==> config.mk <==
export PLATFORM = sky130hd
export DESIGN_NAME = watchdog_timer_registers_top
export DESIGN_NICKNAME = d
export VERILOG_FILES = /design/src/rtl/core/wdt_pkg.sv /design/src/rtl/core/wdt_core.sv /design/src/rtl/core/watchdog_timer_registers_top.sv
export SDC_FILE = /design/constraint.sdc
export NUM_CORES = 1
export LEC_CHECK = 0
export BUFFER_PORTS_ARGS = -buffer_cell sky130_fd_sc_hd__buf_2
export CAP_MARGIN = 20
export CORE_UTILIZATION = 58
export DETAILED_ROUTE_END_ITERATION = 12
export HOLD_SLACK_MARGIN = 0.15
export PLACE_DENSITY = 0.8
export REMOVE_ABC_BUFFERS = 1
export SLEW_MARGIN = 0
export SYNTH_ARGS = -nofsm -noshare
export SYNTH_HDL_FRONTEND = slang
export SYNTH_HIERARCHICAL = 1
export SYNTH_SLANG_ARGS = --single-unit
export TNS_END_PERCENT = 30
==> constraint.sdc <==
create_clock -name clk -period 3.1 [get_ports clk]
set_input_delay 0.62 -clock clk [delete_from_list [all_inputs] [get_ports clk]]
set_output_delay 0.62 -clock clk [all_outputs]
set_load 0.005 [all_outputs]
==> src/rtl/core/wdt_pkg.sv <==
// Shared types and constants of the watchdog timer register block.
package wdt_pkg;

  localparam int unsigned DATA_W = 32;

  // Item kinds carried in the mode field.
  localparam logic [1:0] MODE_TICK  = 2'd0;
  localparam logic [1:0] MODE_READ  = 2'd1;
  localparam logic [1:0] MODE_WRITE = 2'd2;

  // Register indexes.
  typedef enum logic [2:0] {
    REG_LOAD    = 3'd0,
    REG_COUNT   = 3'd1,
    REG_CTRL    = 3'd2,
    REG_INT_STS = 3'd3,
    REG_RST_STS = 3'd4,
    REG_DISABLE = 3'd5
  } reg_idx_t;

  // Control register bit positions.
  localparam int unsigned CTL_ENABLE_BIT = 0;
  localparam int unsigned CTL_AUTO_BIT   = 1;
  localparam int unsigned CTL_IRQEN_BIT  = 2;
  localparam int unsigned CTL_WDOG_BIT   = 3;
  localparam int unsigned CTL_PRE_LSB    = 8;

  // Two-word sequence that leaves watchdog mode.
  localparam logic [DATA_W-1:0] SEQ_FIRST  = 32'h1234_5678;
  localparam logic [DATA_W-1:0] SEQ_SECOND = 32'h8765_4321;

  // Result of one item, handed from the core to the output register.
  typedef struct packed {
    logic [DATA_W-1:0] read_data;
    logic              interrupt_line;
    logic              reset_pulse;
  } wdt_result_t;

  // Live state bits exposed for checking.
  typedef struct packed {
    logic wdog;
    logic irq_en;
    logic event_flag;
    logic reset_flag;
  } wdt_status_t;

endpackage

==> src/rtl/core/wdt_core.sv <==
// Register file, prescaler and down counter of the watchdog timer.
module wdt_core #(
  parameter int unsigned COUNTER_WIDTH = 32
) (
  input  logic                 clk,
  input  logic                 rst_n,
  input  logic                 item_vld,
  input  logic [1:0]           mode,
  input  logic [2:0]           reg_index,
  input  logic [31:0]          write_data,
  output wdt_pkg::wdt_result_t result,
  output wdt_pkg::wdt_status_t status
);
  import wdt_pkg::*;

  logic [COUNTER_WIDTH-1:0] load_r, load_nxt;
  logic [COUNTER_WIDTH-1:0] cnt_r, cnt_nxt;
  logic                     en_r, en_nxt;
  logic                     auto_r, auto_nxt;
  logic                     irqen_r, irqen_nxt;
  logic                     wdog_r, wdog_nxt;
  logic [7:0]               pre_r, pre_nxt;
  logic [7:0]               pcnt_r, pcnt_nxt;
  logic                     evt_r, evt_nxt;
  logic                     rstf_r, rstf_nxt;
  logic                     armed_r, armed_nxt;
  logic                     pulse;
  logic [DATA_W-1:0]        rd;
  logic [DATA_W-1:0]        ctl_word;
  logic [COUNTER_WIDTH-1:0] wr_cnt;

  assign ctl_word = {16'd0, pre_r, 4'd0, wdog_r, irqen_r, auto_r, en_r};
  assign wr_cnt   = write_data[COUNTER_WIDTH-1:0];

  always_comb begin
    load_nxt  = load_r;
    cnt_nxt   = cnt_r;
    en_nxt    = en_r;
    auto_nxt  = auto_r;
    irqen_nxt = irqen_r;
    wdog_nxt  = wdog_r;
    pre_nxt   = pre_r;
    pcnt_nxt  = pcnt_r;
    evt_nxt   = evt_r;
    rstf_nxt  = rstf_r;
    armed_nxt = armed_r;
    pulse     = 1'b0;
    rd        = '0;

    if (item_vld) begin
      case (mode)
        MODE_TICK: begin
          if (en_r) begin
            if (pcnt_r >= pre_r) begin
              pcnt_nxt = '0;
              // A step only acts on a nonzero counter; reaching zero expires.
              if (cnt_r != '0) begin
                cnt_nxt = cnt_r - COUNTER_WIDTH'(1);
                if (cnt_r == COUNTER_WIDTH'(1)) begin
                  if (wdog_r) begin
                    rstf_nxt = 1'b1;
                    pulse    = 1'b1;
                  end else begin
                    evt_nxt = 1'b1;
                    if (auto_r) begin
                      cnt_nxt = load_r;
                    end
                  end
                end
              end
            end else begin
              pcnt_nxt = pcnt_r + 8'd1;
            end
          end
        end
        MODE_READ: begin
          case (reg_index)
            REG_LOAD:    rd = DATA_W'(load_r);
            REG_COUNT:   rd = DATA_W'(cnt_r);
            REG_CTRL:    rd = ctl_word;
            REG_INT_STS: rd = DATA_W'(evt_r);
            REG_RST_STS: rd = DATA_W'(rstf_r);
            default:     rd = '0;
          endcase
        end
        MODE_WRITE: begin
          case (reg_index)
            REG_LOAD: begin
              load_nxt = wr_cnt;
              cnt_nxt  = wr_cnt;
            end
            REG_COUNT: cnt_nxt = wr_cnt;
            REG_CTRL: begin
              en_nxt    = write_data[CTL_ENABLE_BIT];
              auto_nxt  = write_data[CTL_AUTO_BIT];
              irqen_nxt = write_data[CTL_IRQEN_BIT];
              // Watchdog mode is sticky: a control write can only set it.
              wdog_nxt  = wdog_r | write_data[CTL_WDOG_BIT];
              pre_nxt   = write_data[CTL_PRE_LSB +: 8];
            end
            REG_INT_STS: begin
              if (write_data[0]) begin
                evt_nxt = 1'b0;
              end
            end
            REG_RST_STS: begin
              if (write_data[0]) begin
                rstf_nxt = 1'b0;
              end
            end
            REG_DISABLE: begin
              if (armed_r && (write_data == SEQ_SECOND)) begin
                wdog_nxt = 1'b0;
              end
              armed_nxt = (write_data == SEQ_FIRST);
            end
            default: ;
          endcase
        end
        default: ;
      endcase
    end
  end

  always_ff @(posedge clk) begin
    if (!rst_n) begin
      load_r  <= '0;
      cnt_r   <= '0;
      en_r    <= 1'b0;
      auto_r  <= 1'b0;
      irqen_r <= 1'b0;
      wdog_r  <= 1'b0;
      pre_r   <= '0;
      pcnt_r  <= '0;
      evt_r   <= 1'b0;
      rstf_r  <= 1'b0;
      armed_r <= 1'b0;
    end else begin
      load_r  <= load_nxt;
      cnt_r   <= cnt_nxt;
      en_r    <= en_nxt;
      auto_r  <= auto_nxt;
      irqen_r <= irqen_nxt;
      wdog_r  <= wdog_nxt;
      pre_r   <= pre_nxt;
      pcnt_r  <= pcnt_nxt;
      evt_r   <= evt_nxt;
      rstf_r  <= rstf_nxt;
      armed_r <= armed_nxt;
    end
  end

  assign result.read_data      = rd;
  assign result.interrupt_line = evt_nxt & irqen_nxt;
  assign result.reset_pulse    = pulse;

  assign status.wdog       = wdog_r;
  assign status.irq_en     = irqen_r;
  assign status.event_flag = evt_r;
  assign status.reset_flag = rstf_r;

endmodule

==> src/rtl/core/watchdog_timer_registers_top.sv <==
// Top level of the watchdog timer: stream handshake and result register.
// Each input beat is one clock tick, one register read, one register write or an ignored
// item, and every beat yields exactly one result beat. The block takes one beat per cycle
// while its result register can drain: the register state is updated at the edge that
// accepts the beat, and the result is captured in an output register at that same edge.
// in_tready is high whenever that output register is empty or is being drained in the same
// cycle, so a stalled result holds the input side. The counter width follows COUNTER_WIDTH;
// reads of the load and counter registers are zero-extended to 32 bits.
module watchdog_timer_registers_top #(
  parameter int unsigned COUNTER_WIDTH = 32
) (
  input  logic        clk,
  input  logic        rst_n,
  input  logic        in_tvalid,
  output logic        in_tready,
  input  logic [39:0] in_tdata,   // mode[1:0], reg_index[4:2], write_data[36:5], pad
  output logic        out_tvalid,
  input  logic        out_tready,
  output logic [39:0] out_tdata   // read_data[31:0], interrupt_line[32], reset_pulse[33]
);
  import wdt_pkg::*;

  logic        in_acc;
  logic [1:0]  in_mode;
  logic [2:0]  in_idx;
  logic [31:0] in_wdata;

  wdt_result_t core_res;
  wdt_status_t core_sts;

  logic        out_vld_r, out_vld_nxt;
  wdt_result_t res_r;

  // Unpack the input beat.
  assign in_mode  = in_tdata[1:0];
  assign in_idx   = in_tdata[4:2];
  assign in_wdata = in_tdata[36:5];

  // A new beat is taken whenever the result register is free or emptying now.
  assign in_tready = !out_vld_r || out_tready;
  assign in_acc    = in_tvalid && in_tready;

  wdt_core #(
    .COUNTER_WIDTH(COUNTER_WIDTH)
  ) u_core (
    .clk        (clk),
    .rst_n      (rst_n),
    .item_vld   (in_acc),
    .mode       (in_mode),
    .reg_index  (in_idx),
    .write_data (in_wdata),
    .result     (core_res),
    .status     (core_sts)
  );

  always_comb begin
    out_vld_nxt = out_vld_r;
    if (in_acc) begin
      out_vld_nxt = 1'b1;
    end else if (out_tready) begin
      out_vld_nxt = 1'b0;
    end
  end

  always_ff @(posedge clk) begin
    if (!rst_n) begin
      out_vld_r <= 1'b0;
    end else begin
      out_vld_r <= out_vld_nxt;
    end
  end

  // The result payload needs no reset; it is qualified by out_vld_r.
  always_ff @(posedge clk) begin
    if (in_acc) begin
      res_r <= core_res;
    end
  end

  assign out_tvalid = out_vld_r;
  assign out_tdata  = {6'd0, res_r.reset_pulse, res_r.interrupt_line, res_r.read_data};

`ifndef SYNTH
  // A reported expiry leaves the reset status flag set until a later beat clears it.
  a_pulse_sets_flag: assert property (@(posedge clk) disable iff (!rst_n)
    (out_vld_r && res_r.reset_pulse) |-> core_sts.reset_flag)
    else $error("reset pulse reported without reset status flag");

  // Watchdog mode is only left through the second word of the disable sequence.
  a_wdog_exit: assert property (@(posedge clk) disable iff (!rst_n)
    ($fell(core_sts.wdog) && $past(rst_n)) |->
      $past(in_acc && (in_mode == MODE_WRITE) && (in_idx == REG_DISABLE) &&
            (in_wdata == SEQ_SECOND)))
    else $error("watchdog mode cleared outside the disable sequence");

  // The interrupt line of the pending result matches the live flag and enable.
  a_irq_consistent: assert property (@(posedge clk) disable iff (!rst_n)
    out_vld_r |-> (res_r.interrupt_line == (core_sts.event_flag && core_sts.irq_en)))
    else $error("interrupt line disagrees with event flag and enable");
`endif

endmodule

==> results of run 1 <==
-- per-layer routing --
metal	up-vias	share of wire, %
li1	2911	-
met1	2993	39
met2	396	47
met3	78	11
met4	0	3.2
met5	-	0
-- worst min-delay path, cell delays in order --
cell	delay, ns
buf_2	0.10
inv_1	0.06
a21boi_2	0.04
-- cell usage in the layout (no fill, tap or decap), types with 4 or more instances in the layout --
master / instances
nand2_1: 127
and3_1: 8
or4_1: 5
dfxtp_1: 88
edfxtp_1: 34
nor2b_1: 4
nand4b_1: 5
o21ai_0: 21
a31oi_1: 11
inv_1: 14
nand3_1: 12
xor2_1: 13
clkinv_2: 6
o211ai_1: 17
buf_2: 76
nor3_1: 13
clkbuf_16: 17
a311oi_2: 9
buf_4: 27
conb_1: 6
nand4_1: 8
nor2_1: 99
xnor2_1: 9
nor4_1: 9
a211oi_1: 4
nand2b_1: 4
o21ai_1: 12
a22oi_1: 21
mux2i_1: 23
ha_1: 12
a21oi_1: 75
-- registers in the layout (all words and copies together) (netlist names) --
name and cells:
out_tdata 34, out_tvalid 1, u_core/armed_r 1, u_core/auto_r 1, u_core/cnt_r 32, u_core/en_r 1, u_core/evt_r 1, u_core/irqen_r 1
u_core/load_r 32, u_core/pcnt_r 8, u_core/pre_r 8, u_core/rstf_r 1, u_core/wdog_r 1
-- final timing paths --
check | depth (start not counted) | startpoint | endpoint
setup reg to reg | 9 | u_core/pre_r[6] | u_core/cnt_r[23]
hold / removal | 3 | in_tvalid | out_tvalid
setup / recovery | 9 | u_core/pre_r[6] | u_core/cnt_r[23]
hold reg to reg | 2 | u_core/load_r[3] | u_core/load_r[3]
-- metrics by stage --
stage	utilization (%)	std cells	setup TNS, ns
2_1_floorplan	-	721	-77.73
3_3_place_gp	64.5	964	0
3_5_place_dp	64.5	964	0
4_1_cts	69.5	996	0
5_1_grt	69.7	997	0
6_report	69.7	997	0
-- area by class of cell --
class | instances | area [um^2] | area share, %
Clock buffer | 23 | 478 | 6.24
Clock inverter | 9 | 71.3 | 0.931
Inverter | 15 | 56.3 | 0.735
Multi-Input combinational cell | 584 | 3490 | 45.6
Sequential cell | 122 | 2780 | 36.3
Tap cell | 140 | 175 | 2.29
Timing Repair Buffer | 104 | 603 | 7.88
-- power groups by stage --
stage / registers (W) / logic (W) / clock network, W
floorplan: 0.00172 / 0.000296 / 0
global placement: 0.00172 / 0.000471 / 0
detailed placement: 0.00173 / 0.000483 / 0
CTS: 0.00169 / 0.000488 / 0.00187
global route: 0.00170 / 0.000543 / 0.00194
finish: 0.00169 / 0.000503 / 0.00186
==> impl_metrics.ini, run 1 <==
[run_status]
status = finished, final reports clean

[routing]
firstDrtPassIters = 7
wl_per_cell_um = 19.3
vias = 6378
drc = 0
ant_nets = 0
drt-initial-drc-count = 661
post_drt_via_cell_ratio = 6.40
wirelength_um = 19200

[setup_path]
crit_chain = inv_1 -> ha_1 -> a21o_1 -> a221o_1 -> o21ai_0 -> o32ai_4 -> buf_4 -> a21oi_1 -> a311oi_2
cp_slowest_cell = o21ai_0
critPathTopFamily = compound AO/OA/AOI/OAI gates
crit_fanout = 47
critical_path_arrival_ns = 3.27
critical_path_buf_inv_count = 2
startpoint_type = register
required_ns = 3.37
rrSetupSlack_ns = 0.1
end_kind = register
cp_slowest_stage_delay_ns = 0.68
criticalPathCategory = register to register

[pwr]
ir_drop_uv = 472
power.total_w = 0.00406
cellPowerDensity_nw_per_um2 = 530
p_int_w = 0.00301
p_sw_w = 0.00104
p_seq_share_pct = 41.7
power_leakage_nw = 2.99
pwr-share-comb_pct = 12.4
switching_share_pct = 25.7
p_clk_share_pct = 45.9

[place]
gp_congestion = 0.899
dpl_worst_slack_ns = 0.193
dp_hpwl_um = 12700
placed_cell_area_um2 = 7090
portBuffers = 76

[flow_run]
cap_violations = 0

[cells_and_area]
nets = 900
antenna_cells = 0
fin_area_um2 = 7660
final_layout_size_suffix_gt1_share_pct = 19.3
nFillCells = 848
area_growth_pct = 16.0

[global_route]
grt_busiest_layer = met2
grt_first_pass_wirelength_um = 30300
use_met3_pct = 9.92
antenna_found_initial = 0
grt_use_total_pct = 34.0
grt_overflow_total = 0
grtUsageMet2_pct = 54.2
grt_max_degree = 59
grt_pass1_vias = 6212
use_met1_pct = 41.9

[die]
fp.dieW_um = 109
die-height_um = 109
pin_count = 86
die_area_um2 = 11800
core_area_um2 = 11000
initial_core_util_pct = 60.1
rows = 38

[synth]
synth.cell_area_um2 = 6600
ys_warn_count = 6
syn-instance-count = 778
syn_area_per_cell_um2 = 8.48

[worst_hold_path]
hp-class = primary input to register

[clocking]
postCtsResizedCells = 0
clockBufferDepth = 2
cts_hold_buf = 0
clkSinkCount = 122
cts_tree = yes
h-tree-depth = 4
worstSkewPairLatency_ns = 0.43
post_cts_buffers = 0
cts-root-buf = clkbuf_16
clk_pin_slew_ns = 0.06
cts_buffers = 17

[sta]
rsz0062_at_grt = no
fin_crit_ns = 3.00
fin_crit_sh_pct = 96.9
hold_viol_final = 0
fmax_ghz = 0.333
fin_ws_ns = 0.0954
worst_pin_slew_ns = 0.832
setup_viol = 0
hold_slack_ns = 0.443
drv_slew = 0
skew_ns = 0.0116
maxSlewHeadroom_pct = 44.0
(Power assumes the default switching activity.)
==> run 2, diff against run 1 <==
clock period = 3.4 ns   (was 3.1 ns; I/O delays follow)
==> impl_metrics.ini, run 2 (synthesized netlist as in run 1, its figures left out) <==
[run_status]
status = finished, final reports clean

[global_route]
grt_overflow_total = 0
grt_pass1_vias = 6144
grt_use_total_pct = 33.4
grt_first_pass_wirelength_um = 29800
grt_max_degree = 59
antenna_found_initial = 0

[routing]
wirelength_um = 19200
post_drt_via_cell_ratio = 6.41
firstDrtPassIters = 6
drc = 0
ant_nets = 0
vias = 6353
wl_per_cell_um = 19.4
drt-initial-drc-count = 766

[setup_path]
crit_fanout = 17
criticalPathCategory = register to register
crit_path_end = u_core/cnt_r[21]
cp_slowest_cell = o32a_1
cp_slowest_stage_delay_ns = 0.78
startpoint_type = register
cp-startpoint = u_core/cnt_r[11]
critical_path_arrival_ns = 3.48
end_kind = register
critical_path_buf_inv_count = 0
crit_chain = or4_1 -> nor4_4 -> and2_1 -> and3_1 -> o32a_1 -> nor2_1 -> o221a_1
rrSetupSlack_ns = 0.23
regToRegStartpoint = u_core/cnt_r[11]
worstRegToRegCells = 7
required_ns = 3.71
timing.rr.end = u_core/cnt_r[21]
critPathTopFamily = simple AND/OR/NAND/NOR gates
cp_num_cells = 7

[cells_and_area]
antenna_cells = 0
stdcell_count = 991
final_util_pct = 70.1
area_growth_pct = 16.6
largest_reg_flops = 34
nets = 894
final_cell_mix = nand2_1, nor2_1, dfxtp_1
nFillCells = 832
final_layout_size_suffix_gt1_share_pct = 18.4
layout_commonest_cell = nand2_1

[place]
dp_hpwl_um = 12600
gp_congestion = 0.901
portBuffers = 76
dp_cells = 958

[clocking]
worstSkewPairLatency_ns = 0.43
post_cts_buffers = 0
clk_pin_slew_ns = 0.05
cts_tree = yes
h-tree-depth = 4
cts-root-buf = clkbuf_16
clkSinkCount = 122
cts_hold_buf = 0
cts_buffers = 17
clockBufferDepth = 2
postCtsResizedCells = 0

[sta]
drv_slew = 0
fin_crit_ns = 3.17
hold_slack_ns = 0.474
worst_pin_slew_ns = 0.890
setup_viol = 0
fmax_ghz = 0.316
maxSlewHeadroom_pct = 40.6
fin_crit_sh_pct = 93.2
rsz0062_at_grt = no
hold_viol_final = 0
skew_ns = 0.00933

[die]
core_area_um2 = 11000
rows = 38
die_area_um2 = 11800
fp.dieW_um = 109
die-height_um = 109
initial_core_util_pct = 60.1
pin_count = 86

[worst_hold_path]
hp-class = register to register
min_path_cells = 2

[flow_run]
cap_violations = 0

[pwr]
ir_drop_uv = 358
power_leakage_nw = 3.00
cellPowerDensity_nw_per_um2 = 509
-- run 2: changes by cell type in the layout (fill, tap and decap cells not counted) --
cell / delta
buf_4: -7
bufinv_16: +3
clkinv_2: -3
clkbuf_1: +2
clkbuf_8: -2
buf_12: +1
clkbuf_16: +1
clkinvlp_4: -1
-- run 2: area by class of cell --
cell class                 instances  area, um^2  share of cell area (%)
clock inverter                     8         139                    1.80
tap                              140         175                    2.28
timing repair buffer              98         571                    7.41
sequential                       122        2780                    36.2
clock buffer                      24         483                    6.27
inverter                          15        56.3                   0.731
multi-input combinational        584        3490                    45.4
-- run 2: worst register-to-register path, delay by kind of cell (launching register included) --
kind            cells  cell delay, ns
simple gates        5            1.66
compound gates      2            1.05
flops               1            0.36
-- run 2: how the worst min path moves through the flow --
stage / startpoint / to / slack [ns]
2_1_floorplan: u_core/load_r[17] / u_core/load_r[17] / 0.44
3_3_place_gp: u_core/load_r[3] / u_core/load_r[3] / 0.46
3_5_place_dp: u_core/load_r[27] / u_core/load_r[27] / 0.47
4_1_cts: u_core/load_r[24] / u_core/load_r[24] / 0.47
5_1_grt: u_core/load_r[26] / u_core/load_r[26] / 0.50
6_report: u_core/load_r[22] / u_core/load_r[22] / 0.47
-- run 2: where the power goes --
group	leakage, nW	total (W)	switching, W	internal, W
logic	1.64	0.000456	0.000283	0.000173
registers	1.05	0.00154	0.0000211	0.00152
clock network	0.305	0.00191	0.000632	0.00128
total	3.00	0.00391	0.000936	0.00298
-- run 2: layer usage --
metal / global-route usage, % / routed length (um) / vias up
met5: 0 / 0 / -
met4: 16.7 / 578 / 0
met3: 9.09 / 1920 / 63
met2: 54.8 / 9220 / 394
met1: 40.2 / 7460 / 3005
li1: - / - / 2891
-- run 2: metrics by stage --
stage | TNS, ns | area, um^2 | total power, W | worst slack, ns
3_5_place_dp | 0 | 7060 | 0.00201 | 0.331
4_1_cts | 0 | 7680 | 0.00391 | 0.281
3_3_place_gp | 0 | 7060 | 0.00200 | 0.373
2_1_floorplan | -63.17 | 6300 | 0.00184 | -2.50
5_1_grt | 0 | 7700 | 0.00401 | 0.100
6_report | 0 | 7700 | 0.00391 | 0.231
==> run 3, diff against run 2 <==
BUFFER_PORTS_ARGS = not set   (was -buffer_cell sky130_fd_sc_hd__buf_2)
CORE_UTILIZATION = 60   (was 58)
DONT_BUFFER_PORTS = 1   (was not set)
PLACE_DENSITY = 0.76   (was 0.8)
==> impl_metrics.ini, run 3 (synthesized netlist as in run 1, its figures left out) <==
[clocking]
cts_buffers = 17
cts_hold_buf = 0
clkSinkCount = 122
clockBufferDepth = 2
h-tree-depth = 4
post_cts_buffers = 0
clk_pin_slew_ns = 0.06
postCtsResizedCells = 0
worstSkewPairLatency_ns = 0.54
cts_tree = yes
cts-root-buf = clkbuf_8

[global_route]
grt_max_degree = 48
grt_use_total_pct = 33.8
antenna_found_initial = 0
grt_first_pass_wirelength_um = 29500
grt_overflow_total = 0
grt_pass1_vias = 5716

[setup_path]
critical_path_arrival_ns = 3.20
crit_fanout = 47
end_kind = register
cp_slowest_stage_delay_ns = 0.71
critPathTopFamily = simple AND/OR/NAND/NOR gates
required_ns = 3.77
cp_slowest_cell = or4_1
crit_chain = or4_1 -> nor4_4 -> and2_1 -> and3_1 -> o32ai_4 -> buf_4 -> a21oi_1 -> a311oi_2
startpoint_type = register
criticalPathCategory = register to register
critical_path_buf_inv_count = 1

[run_status]
status = finished, final reports clean

[place]
dpl_worst_slack_ns = 0.392
portBuffers = 0
dp_hpwl_um = 11900
gp_congestion = 0.902

[routing]
drc = 0
firstDrtPassIters = 5
ant_nets = 0
post_drt_via_cell_ratio = 6.54
drt-initial-drc-count = 503
wl_per_cell_um = 20.3
vias = 5934
wirelength_um = 18400

[sta]
fin_ws_ns = 0.577
fin_crit_ns = 2.82
skew_ns = 0.00895
drv_slew = 0
fin_crit_sh_pct = 83.0
hold_slack_ns = 0.274
hold_viol_final = 0
setup_viol = 0
maxSlewHeadroom_pct = 52.7
worst_pin_slew_ns = 0.703
rsz0062_at_grt = no
fmax_ghz = 0.354

[die]
pin_count = 86
die-height_um = 107
die_area_um2 = 11400
initial_core_util_pct = 62.8
core_area_um2 = 10500
rows = 37
fp.dieW_um = 107

[cells_and_area]
area_growth_pct = 8.93
final_layout_size_suffix_gt1_share_pct = 9.99
layout_commonest_cell = nand2_1
final_util_pct = 68.4
final_cell_mix = nand2_1, nor2_1, dfxtp_1
largest_reg_flops = 34
nets = 814
antenna_cells = 0

[pwr]
cellPowerDensity_nw_per_um2 = 503
power_leakage_nw = 2.62
ir_drop_uv = 377
switching_share_pct = 24.3
p_clk_share_pct = 47.1
p_int_w = 0.00274
p_seq_share_pct = 42.9
pwr-share-comb_pct = 10.0
p_sw_w = 0.000877

[worst_hold_path]
hp-class = primary input to register

[flow_run]
cap_violations = 0
## run 3: final cells by class
cell class | instances | area (um^2)
well taps | 136 | 170
inverters | 15 | 56.3
fillers | 783 | 3320
repair buffers | 18 | 135
clock inverters | 8 | 93.8
multi-input cells | 584 | 3490
flip-flops and latches | 122 | 2780
clock buffers | 24 | 460
## run 3: through the flow
step	total power (W)	cell area (um^2)	setup TNS (ns)	instances
floorplan	0.00184	6300	-63.17	721
global placement	0.00192	6640	0	875
detailed placement	0.00193	6640	0	875
CTS	0.00362	7190	0	907
global route	0.00372	7190	0	907
finish	0.00361	7190	0	907
## run 3: routing by layer
layer	up-vias	part of all wire, %	track usage [%]
met3	44	9.1	7.78
met4	0	2.3	16.1
met5	-	0	0
li1	2728	-	-
met2	321	47	51.8
met1	2841	42	45.1
## run 3: power by group through the flow
| stage | logic (W) | clock network (W) | registers, W |
|---|---|---|---|
| final | 0.000362 | 0.00170 | 0.00155 |
| after global routing | 0.000395 | 0.00178 | 0.00155 |
| after detailed placement | 0.000352 | 0 | 0.00158 |
| after floorplan | 0.000270 | 0 | 0.00157 |
| after CTS | 0.000355 | 0.00172 | 0.00155 |
| after global placement | 0.000343 | 0 | 0.00158 |
## run 3: path summary, 6_finish.rpt
check	slack (ns)	end	startpoint	cells past startpoint
max	0.58	u_core/cnt_r[16]	u_core/cnt_r[11]	8
max reg2reg	0.58	u_core/cnt_r[16]	u_core/cnt_r[11]	8
min	0.27	u_core/load_r[27]	in_tdata[32]	2
min reg2reg	0.47	u_core/load_r[27]	u_core/load_r[27]	2
